**src/rtl/bwa_pkg.sv**
```systemverilog
// shared types and constants of the beacon rssi window averager
`default_nettype none

package bwa_pkg;

   // field widths fixed by the transaction format
   localparam int ADDR_W = 48;
   localparam int RSSI_W = 8;
   localparam int CNT_W  = 4;
   localparam int SUM_W  = 12;
   localparam int MAG_W  = 11;
   localparam int STEP_W = 4;

   // configuration register indexes
   localparam logic REG_MIN_SAMPLES = 1'b0;
   localparam logic REG_MAX_SAMPLES = 1'b1;

   // configuration reset values
   localparam logic [CNT_W-1:0] MIN_SAMPLES_RST = 4'd3;
   localparam logic [CNT_W-1:0] MAX_SAMPLES_RST = 4'd10;

   // one table entry
   typedef struct packed {
      logic [ADDR_W-1:0]       addr;
      logic signed [SUM_W-1:0] sum;
      logic [CNT_W-1:0]        count;
   } entry_type;

   // commands from the controller to the datapath
   typedef struct packed {
      logic capture;
      logic idx_clr;
      logic idx_inc;
      logic rd_en;
      logic wr_upd;
      logic wr_new;
      logic used_clr;
      logic div_start;
      logic pend_set;
      logic out_load;
      logic out_last;
   } cmd_type;

   // status from the datapath to the controller
   typedef struct packed {
      logic idx_at_used;
      logic full;
      logic hit;
      logic can_add;
      logic qualifies;
      logic pend_valid;
      logic div_done;
      logic out_free;
   } stat_type;

endpackage

`default_nettype wire

```
**src/rtl/bwa_div.sv**
```systemverilog
// iterative restoring divider: window sum over sample count, truncated toward zero
`default_nettype none

module bwa_div (
   input  wire logic                              clock,
   input  wire logic                              reset,
   input  wire logic                              start,
   input  wire logic signed [bwa_pkg::SUM_W-1:0]  dividend,
   input  wire logic [bwa_pkg::CNT_W-1:0]         divisor,
   output logic                                   done,
   output logic signed [bwa_pkg::RSSI_W-1:0]      quotient
);
   import bwa_pkg::*;

   logic              busy_ff, busy_in;
   logic [STEP_W-1:0] step_ff, step_in;
   logic [CNT_W-1:0]  rem_ff, rem_in;
   logic [MAG_W-1:0]  quo_ff, quo_in;
   logic [CNT_W-1:0]  den_ff, den_in;
   logic              neg_ff, neg_in;
   logic              zero_ff, zero_in;

   logic [SUM_W-1:0]  abs_val;
   logic [CNT_W:0]    trial;
   logic              fits;
   logic [MAG_W-1:0]  signed_q;

   // magnitude of the dividend and one quotient bit per cycle
   always_comb begin
      abs_val = dividend[SUM_W-1] ? (~dividend + SUM_W'(1)) : dividend;
      trial   = {rem_ff, quo_ff[MAG_W-1]};
      fits    = trial >= {1'b0, den_ff};
   end

   always_comb begin
      busy_in = busy_ff;
      step_in = step_ff;
      rem_in  = rem_ff;
      quo_in  = quo_ff;
      den_in  = den_ff;
      neg_in  = neg_ff;
      zero_in = zero_ff;
      if (start) begin
         busy_in = 1'b1;
         step_in = STEP_W'(MAG_W);
         rem_in  = '0;
         quo_in  = abs_val[MAG_W-1:0];
         den_in  = divisor;
         neg_in  = dividend[SUM_W-1];
         zero_in = divisor == '0;
      end else if (busy_ff) begin
         rem_in  = fits ? CNT_W'(trial - {1'b0, den_ff}) : trial[CNT_W-1:0];
         quo_in  = {quo_ff[MAG_W-2:0], fits};
         step_in = step_ff - STEP_W'(1);
         busy_in = step_ff != STEP_W'(1);
      end
   end

   always_ff @(posedge clock) begin
      if (reset) begin
         busy_ff <= 1'b0;
         step_ff <= '0;
      end else begin
         busy_ff <= busy_in;
         step_ff <= step_in;
      end
   end

   always_ff @(posedge clock) begin
      rem_ff  <= rem_in;
      quo_ff  <= quo_in;
      den_ff  <= den_in;
      neg_ff  <= neg_in;
      zero_ff <= zero_in;
   end

   // sign restore; a zero count averages to zero
   assign signed_q = neg_ff ? (~quo_ff + MAG_W'(1)) : quo_ff;
   assign quotient = zero_ff ? '0 : signed_q[RSSI_W-1:0];
   assign done     = busy_ff && (step_ff == STEP_W'(1));

endmodule

`default_nettype wire

```
**src/rtl/bwa_ctrl.sv**
```systemverilog
// controller state machine: table search, insertion and window close sequencing
`default_nettype none

module bwa_ctrl (
   input  wire logic               clock,
   input  wire logic               reset,
   input  wire logic               req_valid,
   output logic                    req_stall,
   input  wire logic               req_action,
   input  wire logic               req_target_match,
   input  wire bwa_pkg::stat_type  stat,
   output bwa_pkg::cmd_type        cmd
);
   import bwa_pkg::*;

   typedef enum logic [6:0] {
      S_IDLE     = 7'b0000001,
      S_SRCH_RD  = 7'b0000010,
      S_SRCH_CMP = 7'b0000100,
      S_CLS_RD   = 7'b0001000,
      S_CLS_CHK  = 7'b0010000,
      S_CLS_DIV  = 7'b0100000,
      S_CLS_END  = 7'b1000000
   } state_type;

   state_type state_ff, state_in;

   // next state and datapath commands
   always_comb begin
      state_in = state_ff;
      cmd      = '0;
      case (state_ff)
         S_IDLE: begin
            if (req_valid) begin
               cmd.capture = 1'b1;
               if (req_action) begin
                  cmd.idx_clr = 1'b1;
                  state_in    = S_CLS_RD;
               end else if (req_target_match) begin
                  cmd.idx_clr = 1'b1;
                  state_in    = S_SRCH_RD;
               end
            end
         end
         S_SRCH_RD: begin
            if (stat.idx_at_used) begin
               cmd.wr_new = !stat.full;
               state_in   = S_IDLE;
            end else begin
               cmd.rd_en = 1'b1;
               state_in  = S_SRCH_CMP;
            end
         end
         S_SRCH_CMP: begin
            if (stat.hit) begin
               cmd.wr_upd = stat.can_add;
               state_in   = S_IDLE;
            end else begin
               cmd.idx_inc = 1'b1;
               state_in    = S_SRCH_RD;
            end
         end
         S_CLS_RD: begin
            if (stat.idx_at_used) begin
               state_in = S_CLS_END;
            end else begin
               cmd.rd_en = 1'b1;
               state_in  = S_CLS_CHK;
            end
         end
         S_CLS_CHK: begin
            // a held result goes out before the next divide overwrites it
            if (!stat.qualifies) begin
               cmd.idx_inc = 1'b1;
               state_in    = S_CLS_RD;
            end else if (!stat.pend_valid) begin
               cmd.div_start = 1'b1;
               state_in      = S_CLS_DIV;
            end else if (stat.out_free) begin
               cmd.out_load  = 1'b1;
               cmd.div_start = 1'b1;
               state_in      = S_CLS_DIV;
            end
         end
         S_CLS_DIV: begin
            if (stat.div_done) begin
               cmd.pend_set = 1'b1;
               cmd.idx_inc  = 1'b1;
               state_in     = S_CLS_RD;
            end
         end
         S_CLS_END: begin
            // final result carries last, then the table empties
            if (!stat.pend_valid) begin
               cmd.used_clr = 1'b1;
               state_in     = S_IDLE;
            end else if (stat.out_free) begin
               cmd.out_load = 1'b1;
               cmd.out_last = 1'b1;
               cmd.used_clr = 1'b1;
               state_in     = S_IDLE;
            end
         end
         default: begin
            state_in = S_IDLE;
         end
      endcase
   end

   always_ff @(posedge clock) begin
      if (reset) begin
         state_ff <= S_IDLE;
      end else begin
         state_ff <= state_in;
      end
   end

   assign req_stall = state_ff != S_IDLE;

endmodule

`default_nettype wire

```
**src/rtl/bwa_dpath.sv**
```systemverilog
// datapath: configuration, entry memory, pending result, divider and result register
`default_nettype none

module bwa_dpath #(
   parameter int TABLE_DEPTH = 32
) (
   input  wire logic                              clock,
   input  wire logic                              reset,
   input  wire bwa_pkg::cmd_type                  cmd,
   output bwa_pkg::stat_type                      stat,
   input  wire logic [bwa_pkg::ADDR_W-1:0]        req_address,
   input  wire logic signed [bwa_pkg::RSSI_W-1:0] req_rssi,
   input  wire logic                              csr_write,
   input  wire logic                              csr_index,
   input  wire logic [bwa_pkg::CNT_W-1:0]         csr_wdata,
   output logic                                   rsp_valid,
   input  wire logic                              rsp_stall,
   output logic [bwa_pkg::ADDR_W-1:0]             rsp_device_address,
   output logic signed [bwa_pkg::RSSI_W-1:0]      rsp_mean_rssi,
   output logic [bwa_pkg::CNT_W-1:0]              rsp_sample_count,
   output logic                                   rsp_last
);
   import bwa_pkg::*;

   localparam int USED_W = $clog2(TABLE_DEPTH + 1);
   localparam int IDX_W  = (TABLE_DEPTH > 1) ? $clog2(TABLE_DEPTH) : 1;

   logic [CNT_W-1:0]        min_ff, min_in;
   logic [CNT_W-1:0]        max_ff, max_in;
   logic [USED_W-1:0]       used_ff, used_in;
   logic [USED_W-1:0]       idx_ff, idx_in;
   logic [ADDR_W-1:0]       cap_addr_ff;
   logic signed [RSSI_W-1:0] cap_rssi_ff;

   entry_type               entry_ff [TABLE_DEPTH];
   entry_type               rd_ff;
   entry_type               wr_data;
   logic                    wr_en;
   logic [IDX_W-1:0]        mem_idx;
   logic signed [SUM_W-1:0] rssi_ext;

   logic                    pend_valid_ff, pend_valid_in;
   logic [ADDR_W-1:0]       pend_addr_ff;
   logic [CNT_W-1:0]        pend_count_ff;

   logic                    rsp_valid_ff, rsp_valid_in;
   logic [ADDR_W-1:0]       rsp_addr_ff;
   logic signed [RSSI_W-1:0] rsp_avg_ff;
   logic [CNT_W-1:0]        rsp_count_ff;
   logic                    rsp_last_ff;

   logic                    div_done;
   logic signed [RSSI_W-1:0] div_quotient;
   logic                    out_free;

   // configuration registers
   always_comb begin
      min_in = min_ff;
      max_in = max_ff;
      if (csr_write) begin
         case (csr_index)
            REG_MIN_SAMPLES: min_in = csr_wdata;
            REG_MAX_SAMPLES: max_in = csr_wdata;
            default: begin
               min_in = min_ff;
            end
         endcase
      end
   end

   // table fill count and scan index
   always_comb begin
      used_in = used_ff;
      if (cmd.used_clr) begin
         used_in = '0;
      end else if (cmd.wr_new) begin
         used_in = used_ff + USED_W'(1);
      end
      idx_in = idx_ff;
      if (cmd.idx_clr) begin
         idx_in = '0;
      end else if (cmd.idx_inc) begin
         idx_in = idx_ff + USED_W'(1);
      end
   end

   always_ff @(posedge clock) begin
      if (reset) begin
         min_ff  <= MIN_SAMPLES_RST;
         max_ff  <= MAX_SAMPLES_RST;
         used_ff <= '0;
         idx_ff  <= '0;
      end else begin
         min_ff  <= min_in;
         max_ff  <= max_in;
         used_ff <= used_in;
         idx_ff  <= idx_in;
      end
   end

   // captured report
   always_ff @(posedge clock) begin
      if (cmd.capture) begin
         cap_addr_ff <= req_address;
         cap_rssi_ff <= req_rssi;
      end
   end

   // entry write data: update of a found entry or a fresh entry
   assign rssi_ext = {{(SUM_W-RSSI_W){cap_rssi_ff[RSSI_W-1]}}, cap_rssi_ff};
   assign mem_idx  = idx_ff[IDX_W-1:0];
   assign wr_en    = cmd.wr_upd || cmd.wr_new;

   always_comb begin
      if (cmd.wr_new) begin
         wr_data.addr  = cap_addr_ff;
         wr_data.sum   = (max_ff != '0) ? rssi_ext : '0;
         wr_data.count = (max_ff != '0) ? CNT_W'(1) : '0;
      end else begin
         wr_data.addr  = rd_ff.addr;
         wr_data.sum   = rd_ff.sum + rssi_ext;
         wr_data.count = rd_ff.count + CNT_W'(1);
      end
   end

   // entry memory, one port at the scan index
   always_ff @(posedge clock) begin
      if (wr_en) begin
         entry_ff[mem_idx] <= wr_data;
      end
      if (cmd.rd_en) begin
         rd_ff <= entry_ff[mem_idx];
      end
   end

   bwa_div u_div (
      .clock    (clock),
      .reset    (reset),
      .start    (cmd.div_start),
      .dividend (rd_ff.sum),
      .divisor  (rd_ff.count),
      .done     (div_done),
      .quotient (div_quotient)
   );

   // pending result, held until the next qualifying entry or the window end
   always_comb begin
      pend_valid_in = pend_valid_ff;
      if (cmd.pend_set) begin
         pend_valid_in = 1'b1;
      end else if (cmd.out_load) begin
         pend_valid_in = 1'b0;
      end
   end

   always_ff @(posedge clock) begin
      if (reset) begin
         pend_valid_ff <= 1'b0;
      end else begin
         pend_valid_ff <= pend_valid_in;
      end
   end

   always_ff @(posedge clock) begin
      if (cmd.div_start) begin
         pend_addr_ff  <= rd_ff.addr;
         pend_count_ff <= rd_ff.count;
      end
   end

   // result register
   assign out_free = !rsp_valid_ff || !rsp_stall;

   always_comb begin
      rsp_valid_in = rsp_valid_ff;
      if (cmd.out_load) begin
         rsp_valid_in = 1'b1;
      end else if (!rsp_stall) begin
         rsp_valid_in = 1'b0;
      end
   end

   always_ff @(posedge clock) begin
      if (reset) begin
         rsp_valid_ff <= 1'b0;
      end else begin
         rsp_valid_ff <= rsp_valid_in;
      end
   end

   always_ff @(posedge clock) begin
      if (cmd.out_load) begin
         rsp_addr_ff  <= pend_addr_ff;
         rsp_avg_ff   <= div_quotient;
         rsp_count_ff <= pend_count_ff;
         rsp_last_ff  <= cmd.out_last;
      end
   end

   assign rsp_valid          = rsp_valid_ff;
   assign rsp_device_address = rsp_addr_ff;
   assign rsp_mean_rssi      = rsp_avg_ff;
   assign rsp_sample_count   = rsp_count_ff;
   assign rsp_last           = rsp_last_ff;

   // status to the controller
   always_comb begin
      stat.idx_at_used = idx_ff == used_ff;
      stat.full        = used_ff == USED_W'(TABLE_DEPTH);
      stat.hit         = rd_ff.addr == cap_addr_ff;
      stat.can_add     = rd_ff.count < max_ff;
      stat.qualifies   = rd_ff.count >= min_ff;
      stat.pend_valid  = pend_valid_ff;
      stat.div_done    = div_done;
      stat.out_free    = out_free;
   end

endmodule

`default_nettype wire

```
**src/rtl/beacon_rssi_window_averager.sv**
```systemverilog
// Report transaction: each entry searched is read, then compared with the address;
// a new address is written once the scan reaches the fill count and the table is not full.
// Window close: each entry is read and checked; each reported device goes through the
// divider, one quotient bit per cycle, and results wait while the result side stalls.
// One transaction at a time; the next is taken once the current one has finished.
// Reset: min_samples 3, max_samples 10, table empty (fill count zeroed, no clearing pass).
// Top level of the beacon rssi window averager
`default_nettype none

module beacon_rssi_window_averager #(
   parameter int TABLE_DEPTH = 32
) (
   input  wire logic                              clock,
   input  wire logic                              reset,
   input  wire logic                              req_valid,
   output logic                                   req_stall,
   input  wire logic                              req_action,
   input  wire logic [bwa_pkg::ADDR_W-1:0]        req_address,
   input  wire logic signed [bwa_pkg::RSSI_W-1:0] req_rssi,
   input  wire logic                              req_target_match,
   output logic                                   rsp_valid,
   input  wire logic                              rsp_stall,
   output logic [bwa_pkg::ADDR_W-1:0]             rsp_device_address,
   output logic signed [bwa_pkg::RSSI_W-1:0]      rsp_mean_rssi,
   output logic [bwa_pkg::CNT_W-1:0]              rsp_sample_count,
   output logic                                   rsp_last,
   input  wire logic                              csr_write,
   input  wire logic                              csr_index,
   input  wire logic [bwa_pkg::CNT_W-1:0]         csr_wdata
);
   import bwa_pkg::*;

   cmd_type  cmd;
   stat_type stat;

   // sequencing
   bwa_ctrl u_ctrl (
      .clock            (clock),
      .reset            (reset),
      .req_valid        (req_valid),
      .req_stall        (req_stall),
      .req_action       (req_action),
      .req_target_match (req_target_match),
      .stat             (stat),
      .cmd              (cmd)
   );

   // storage and arithmetic
   bwa_dpath #(
      .TABLE_DEPTH (TABLE_DEPTH)
   ) u_dpath (
      .clock              (clock),
      .reset              (reset),
      .cmd                (cmd),
      .stat               (stat),
      .req_address        (req_address),
      .req_rssi           (req_rssi),
      .csr_write          (csr_write),
      .csr_index          (csr_index),
      .csr_wdata          (csr_wdata),
      .rsp_valid          (rsp_valid),
      .rsp_stall          (rsp_stall),
      .rsp_device_address (rsp_device_address),
      .rsp_mean_rssi      (rsp_mean_rssi),
      .rsp_sample_count   (rsp_sample_count),
      .rsp_last           (rsp_last)
   );

endmodule

`default_nettype wire
```
**config.mk**
```make
export PLATFORM = sky130hd
export DESIGN_NAME = beacon_rssi_window_averager
export DESIGN_NICKNAME = d
export VERILOG_FILES = /design/src/rtl/bwa_pkg.sv /design/src/rtl/bwa_div.sv /design/src/rtl/bwa_ctrl.sv /design/src/rtl/bwa_dpath.sv /design/src/rtl/beacon_rssi_window_averager.sv
export SDC_FILE = /design/constraint.sdc
export NUM_CORES = 2
export LEC_CHECK = 0
export ABC_AREA = 1
export ABC_CLOCK_PERIOD_IN_PS = 12050
export BUFFER_PORTS_ARGS = -buffer_cell sky130_fd_sc_hd__buf_2
export CAP_MARGIN = 30
export CORE_AREA = 8 8 519 521
export CTS_BUF_LIST = sky130_fd_sc_hd__clkbuf_4
export CTS_CLUSTER_SIZE = 16
export DETAILED_ROUTE_END_ITERATION = 12
export DIE_AREA = 0 0 527 529
export HOLD_SLACK_MARGIN = 0.08
export SYNTH_ARGS = -nofsm -noshare
export SYNTH_HDL_FRONTEND = slang
export SYNTH_SLANG_ARGS = --single-unit
```
**constraint.sdc**
```tcl
create_clock -name clock -period 12.05 [get_ports clock]
set_input_delay 1.8075 -clock clock [delete_from_list [all_inputs] [get_ports clock]]
set_output_delay 1.8075 -clock clock [all_outputs]
set_load 0.02 [all_outputs]
```
# [Word-level counts from Yosys, hierarchy flattened]
# Memory sizes are Yosys's and may differ from the RTL's. A register that Yosys moved wholly into a read port is not among the register bits.
# Cells that the tools add are included.
[totals] regBits=220 ramBits=2048 in_bits=68 out_inout_bits=63 word_cells=130 mem_count=1
[mem_list] memory="u_dpath.entry_ff" words=32 width=64 rd=1 rd_ports_with_merged_regs=1 write_ports=1 line_no="bwa_dpath.sv:35" rtl="entry_type entry_ff [TABLE_DEPTH];"
[op_classes] n_addsub=8 order_cmp=3 n_eq_ne=19 muxes=56 bitwise=3 n_reduce_logical=18
[ops] operator="$mux 7" n=10
[ops] operator="$mux 64" n=1
[ops] operator="$pmux 7 s7" n=1
[ops] operator="$eq 48x48->1" n=1
[ops] operator="$mux 11" n=3
[ops] operator="$mux 1" n=28
[ops] operator="$add 12x8->12" n=1
[ops] operator="$add 6x1->6 const B" n=2
[ops] operator="$mux 12" n=1
[ops] operator="$mux 4" n=3
[ops] operator="$add 11x2->11 const B" n=1
[ops] operator="$not 11->11" n=1
[ops] operator="$mux 2" n=5
[ops] operator="$add 8x1->8 const B" n=1
[ops] operator="$mux 8" n=1
[ops] operator="$not 8->8" n=1
[ops] operator="$reduce_or 2->1" n=4
[ops] operator="$eq 7x1->1 const B" n=1
[ops] operator="$eq 7x2->1 const B" n=1
[ops] operator="$eq 7x3->1 const B" n=1
[ops] operator="$eq 7x4->1 const B" n=1
[ops] operator="$eq 7x5->1 const B" n=1
[ops] operator="$eq 7x6->1 const B" n=1
[ops] operator="$eq 7x7->1 const B" n=1
[ops] operator="27 further kinds" n=35

# [Depth between registers and ports, before layout]
[logic_depth] word_depth=8 depth_mapped=14 depth_no_buf=14

# [Modules after synthesis]
# Synthesis repeated with hierarchy kept, for this count alone.
[hier_totals] cells_unflattened=7216 area_unflattened_um2=91908.1
[by_module_without_submodules] module="bwa_dpath" n_inst=1 cells_per_inst=6877 area_per_inst_um2=89599.7 seq_area_each_um2=68936.1
[by_module_without_submodules] module="bwa_div" n_inst=1 cells_per_inst=226 area_per_inst_um2=1699.1 seq_area_each_um2=690.7
[by_module_without_submodules] module="bwa_ctrl" n_inst=1 cells_per_inst=113 area_per_inst_um2=609.3 seq_area_each_um2=140.1

# [Least setup slack after synthesis]
# Ideal clock, no wire load.
[synth_path] path_type="register to register" from="register u_dpath.idx_ff[0]" to="memory u_dpath.entry_ff[0][0] (netlist name), enable pin" setup_time_ns=0.486 arrival_time_ns=4.244 required_time_ns=11.564 setup_slack_ns=7.320 stages_incl_launch_ff=11 n_path_buf=2 period_less_slack_ns=4.730 path_cell_list="dfxtp_1 buf_4 buf_6 nor2_1 nor4_4 nand2_2 nor2_8 nand3_4 nand2_2 nand2_2 nor2_1"
[synth_via] elab_chain_len=6
[synth_lines] element="start, declared" line_no="bwa_dpath.sv:31" rtl="logic [USED_W-1:0] idx_ff, idx_in;"
[synth_lines] element="start signal, assigned" line_no="bwa_dpath.sv:97" rtl="idx_ff <= idx_in;"
[synth_lines] element="$eq 6x6->1" line_no="bwa_dpath.sv:208" rtl="stat.idx_at_used = idx_ff == used_ff;"
[synth_lines] element="$mux 1" line_no="bwa_ctrl.sv:46" rtl="if (stat.idx_at_used) begin"
[synth_lines] element="$mux 1" line_no="bwa_ctrl.sv:32" rtl="case (state_ff)"
[synth_lines] element="$logic_or 1x1->1" line_no="bwa_dpath.sv:112" rtl="assign wr_en = cmd.wr_upd || cmd.wr_new;"
[synth_lines] element="$mux 1" line_no="bwa_dpath.sv:128" rtl="if (wr_en) begin"
[synth_lines] element="$mux 1 (implied by the code)" line_no="bwa_dpath.sv:129" rtl="entry_ff[mem_idx] <= wr_data;"
[synth_lines] element="end, declared" line_no="bwa_dpath.sv:35"
# Several ways; a longest one is shown, not always the timed one.

# [Worst setup path in the final report]
[layout_path] from="register u_dpath.idx_ff[0]" to="memory u_dpath.entry_ff[19][23] (netlist name), enable pin"
# The elaborated chain is that of the path after synthesis.

==> flow_summary.json <==
{
  "status": "finished, final reports clean",
  "die-area_mm2": 0.279,
  "rsz0062_at_grt": "false",
  "vias": 59208,
  "p_sw_frac": 0.228,
  "wl_met1_um": 106000,
  "antenna_found_initial": 8,
  "clock_sinks": 2332,
  "synthDistinctLibCells": 49,
  "start_kind": "flip-flop",
  "wl_um": 266000,
  "finClkSkew_ps": 127,
  "ctsResizeCount": 0,
  "cap_violations": 0,
  "worstMarginPinSlew_ps": 1300,
  "area_growth_pct": 13.7,
  "start_util": 0.348,
  "synthArstFlopShare": 0,
  "fin_nets": 7274,
  "hold_slack_ps": 407,
  "seqCellArea_mm2": 0.0697,
  "synth_ff_type": "edfxtp_1",
  "end_kind": "flip-flop",
  "htreeDepth": 6,
  "internal_power_uw": 12700,
  "grt_pass1_wl_um": 382000,
  "wl_per_cell_um": 24.2,
  "top_layer_used": "met5",
  "syn_nets": 6818,
  "synthCells": 6714,
  "power_leakage_uw": 0.0348,
  "synth_commonest_cells": "edfxtp_1 (2294), nor2_1 (1142), o21ai_0 (1056)",
  "placed_area_mm2": 0.0957,
  "combPwrFrac": 0.048,
  "gp_congestion": 0.807,
  "num_io_pins": 131,
  "io_buffers": 130,
  "overflow": 0,
  "syn_area_mm2": 0.0907,
  "layout-drive-gt1-share": 0.162,
  "n_fill_cell": 24314,
  "first_iter_violations": 6932,
  "dr_wl_met3_um": 23500,
  "seq_area_frac_synth": 0.768,
  "synth_top_cell_by_area": "edfxtp_1",
  "wl_met2_um": 125000,
  "numCtsBuffers": 584,
  "cts_tree": "built",
  "vdd_ir_drop_max_uv": 120,
  "die_h_um": 529,
  "power.switching_uw": 3730,
  "yosys-top-cells-area": "edfxtp_1 (76%), o21ai_0 (5.8%), nor2_1 (4.7%)",
  "fin_util": 0.395,
  "die_width_um": 527,
  "hold_class": "flip-flop to flip-flop",
  "ant_nets": 0,
  "max_freq_mhz": 199,
  "finalHoldViolCount": 0,
  "worstSetupPathType": "flip-flop to flip-flop",
  "cts_setup_buffers": 0,
  "yosysWarnings": 0,
  "tns_ps": 0,
  "clk_path_buf_depth": 4,
  "placeableCoreArea_mm2": 0.261,
  "vias_per_cell": 5.39,
  "slew-limit-headroom": 0.136,
  "cts_hold_buf": 0,
  "avgSynthCellArea_um2": 13.5,
  "drcViolationCount": 0,
  "clock_latency_ps": 1380,
  "synth_edf_count": 2294,
  "grt_usage": 0.182,
  "clkPwrFrac": 0.386,
  "power_density_mw_per_mm2": 159,
  "row_count": 188,
  "fin_crit_ps": 5020,
  "drv_slew": 0,
  "seqPwrFrac": 0.566,
  "setup_viol": 0,
  "fin_crit_sh": 0.417,
  "grt_max_degree": 207,
  "clkTransAtPathRegs_ps": 70,
  "cp.required_ps": 12980,
  "ys_ff_latch": 2332,
  "multi_input_area_mm2": 0.0192,
  "fin_ws_ps": 7030,
  "cts_root_buf": "clkbuf_4",
  "first_global_vias": 57270,
  "design_area_mm2": 0.103,
  "post-place-ws_ps": 7090,
  "yosysMostFrequentCell": "edfxtp_1",
  "arrival_ps": 5950,
  "synth_top_area_share": 0.759,
  "worst-path-max-fanout": 148,
  "dp_hpwl_um": 143000,
  "firstDrtPassIters": 7
}
[cell usage in the layout (no fill, tap or decap), types with 5 or more instances in the layout]
cell type and instances:
a21oi_1 42, a221oi_1 18, a22o_1 94, buf_12 8, buf_16 28, buf_2 131
buf_4 120, bufinv_16 6, clkbuf_4 823, clkinv_1 112, clkinv_2 17, dfxtp_1 36
diode_2 10, edfxtp_1 2294, ha_1 34, inv_1 125, inv_2 22, nand2_1 613
nand2_2 6, nand3_1 37, nand4_1 71, nor2_1 1106, nor2_4 36, nor3_1 21
nor3_2 5, nor4_1 5, o21ai_0 1050, o21ai_1 26, o22ai_1 512, or3_1 49
xnor2_1 44, xor2_1 22
[area by class of cell]
cell class / count / area share
Clock buffer: 823 / 0.0599
Tap cell: 3420 / 0.0415
Antenna cell: 10 / 0.000243
Sequential cell: 2332 / 0.675
Clock inverter: 157 / 0.00756
Inverter: 133 / 0.00514
Timing Repair Buffer: 289 / 0.0244
Multi-Input combinational cell: 3830 / 0.186
[registers in the layout, indices dropped and copies added (netlist names), 4 cells and up]
register and cells:
u_dpath.cap_addr_ff 48, u_dpath.rsp_mean_rssi 8, u_dpath.pend_addr_ff 48, u_dpath.idx_ff 6, u_dpath.u_div.quo_ff 11, u_dpath.rd_ff 64
u_ctrl.state_ff 7, u_dpath.u_div.rem_ff 4, u_dpath.max_ff 4, u_dpath.u_div.step_ff 4, u_dpath.cap_rssi_ff 8, u_dpath.entry_ff 2048
u_dpath.rsp_device_address 48, u_dpath.pend_count_ff 4, u_dpath.rsp_sample_count 4, u_dpath.used_ff 6, u_dpath.min_ff 4
[worst max-delay path: stages, from the launching register on]
cell     delay, ps
dfxtp_4        520
inv_16         430
nor2_1         150
nor4_4         340
nand2_2        140
nor2_8         170
nand3_4        380
nand2_2        340
nand2_2        290
nor2_4         580
buf_4          440
buf_4          640
[final timing paths]
| check | slack (ps) | end | from | depth (start not counted) |
|---|---|---|---|---|
| setup reg to reg | 7030 | u_dpath.entry_ff[19][23] | u_dpath.idx_ff[0] | 11 |
| hold / removal | 410 | u_dpath.rsp_device_address[39] | u_dpath.pend_addr_ff[39] | 0 |
| hold reg to reg | 410 | u_dpath.rsp_device_address[39] | u_dpath.pend_addr_ff[39] | 0 |
| setup / recovery | 7030 | u_dpath.entry_ff[19][23] | u_dpath.idx_ff[0] | 11 |
[per-layer routing]
metal	up-vias	global-route usage
met3	500	0.0381
met2	2994	0.293
met5	-	0
li1	26253	-
met1	29459	0.238
met4	2	0.0827
[cell families after synthesis]
logic type | count (synthesis) | share of synthesized area
AO/OA/AOI/OAI | 1767 | 0.110
XOR/XNOR | 66 | 0.00637
adder cells (fa/ha/maj) | 36 | 0.00513
buffers and inverters | 552 | 0.0247
flip-flops | 2332 | 0.768
AND/OR/NAND/NOR | 1961 | 0.0865
[power groups by stage]
stage	clock, µW	combinational (µW)	sequential (µW)
2_1_floorplan	0	395	9450
3_3_place_gp	0	715	9460
3_5_place_dp	0	743	9460
4_1_cts	6480	745	9290
5_1_grt	6870	857	9290
6_report	6340	794	9280
[per-stage QoR]
stage / total power, µW / std cells
3_3_place_gp: 10200 / 9971
3_5_place_dp: 10200 / 9986
6_report: 16400 / 10994
2_1_floorplan: 9840 / 6714
4_1_cts: 16500 / 10966
5_1_grt: 17000 / 10993
Power figures use the tool's default switching activity.
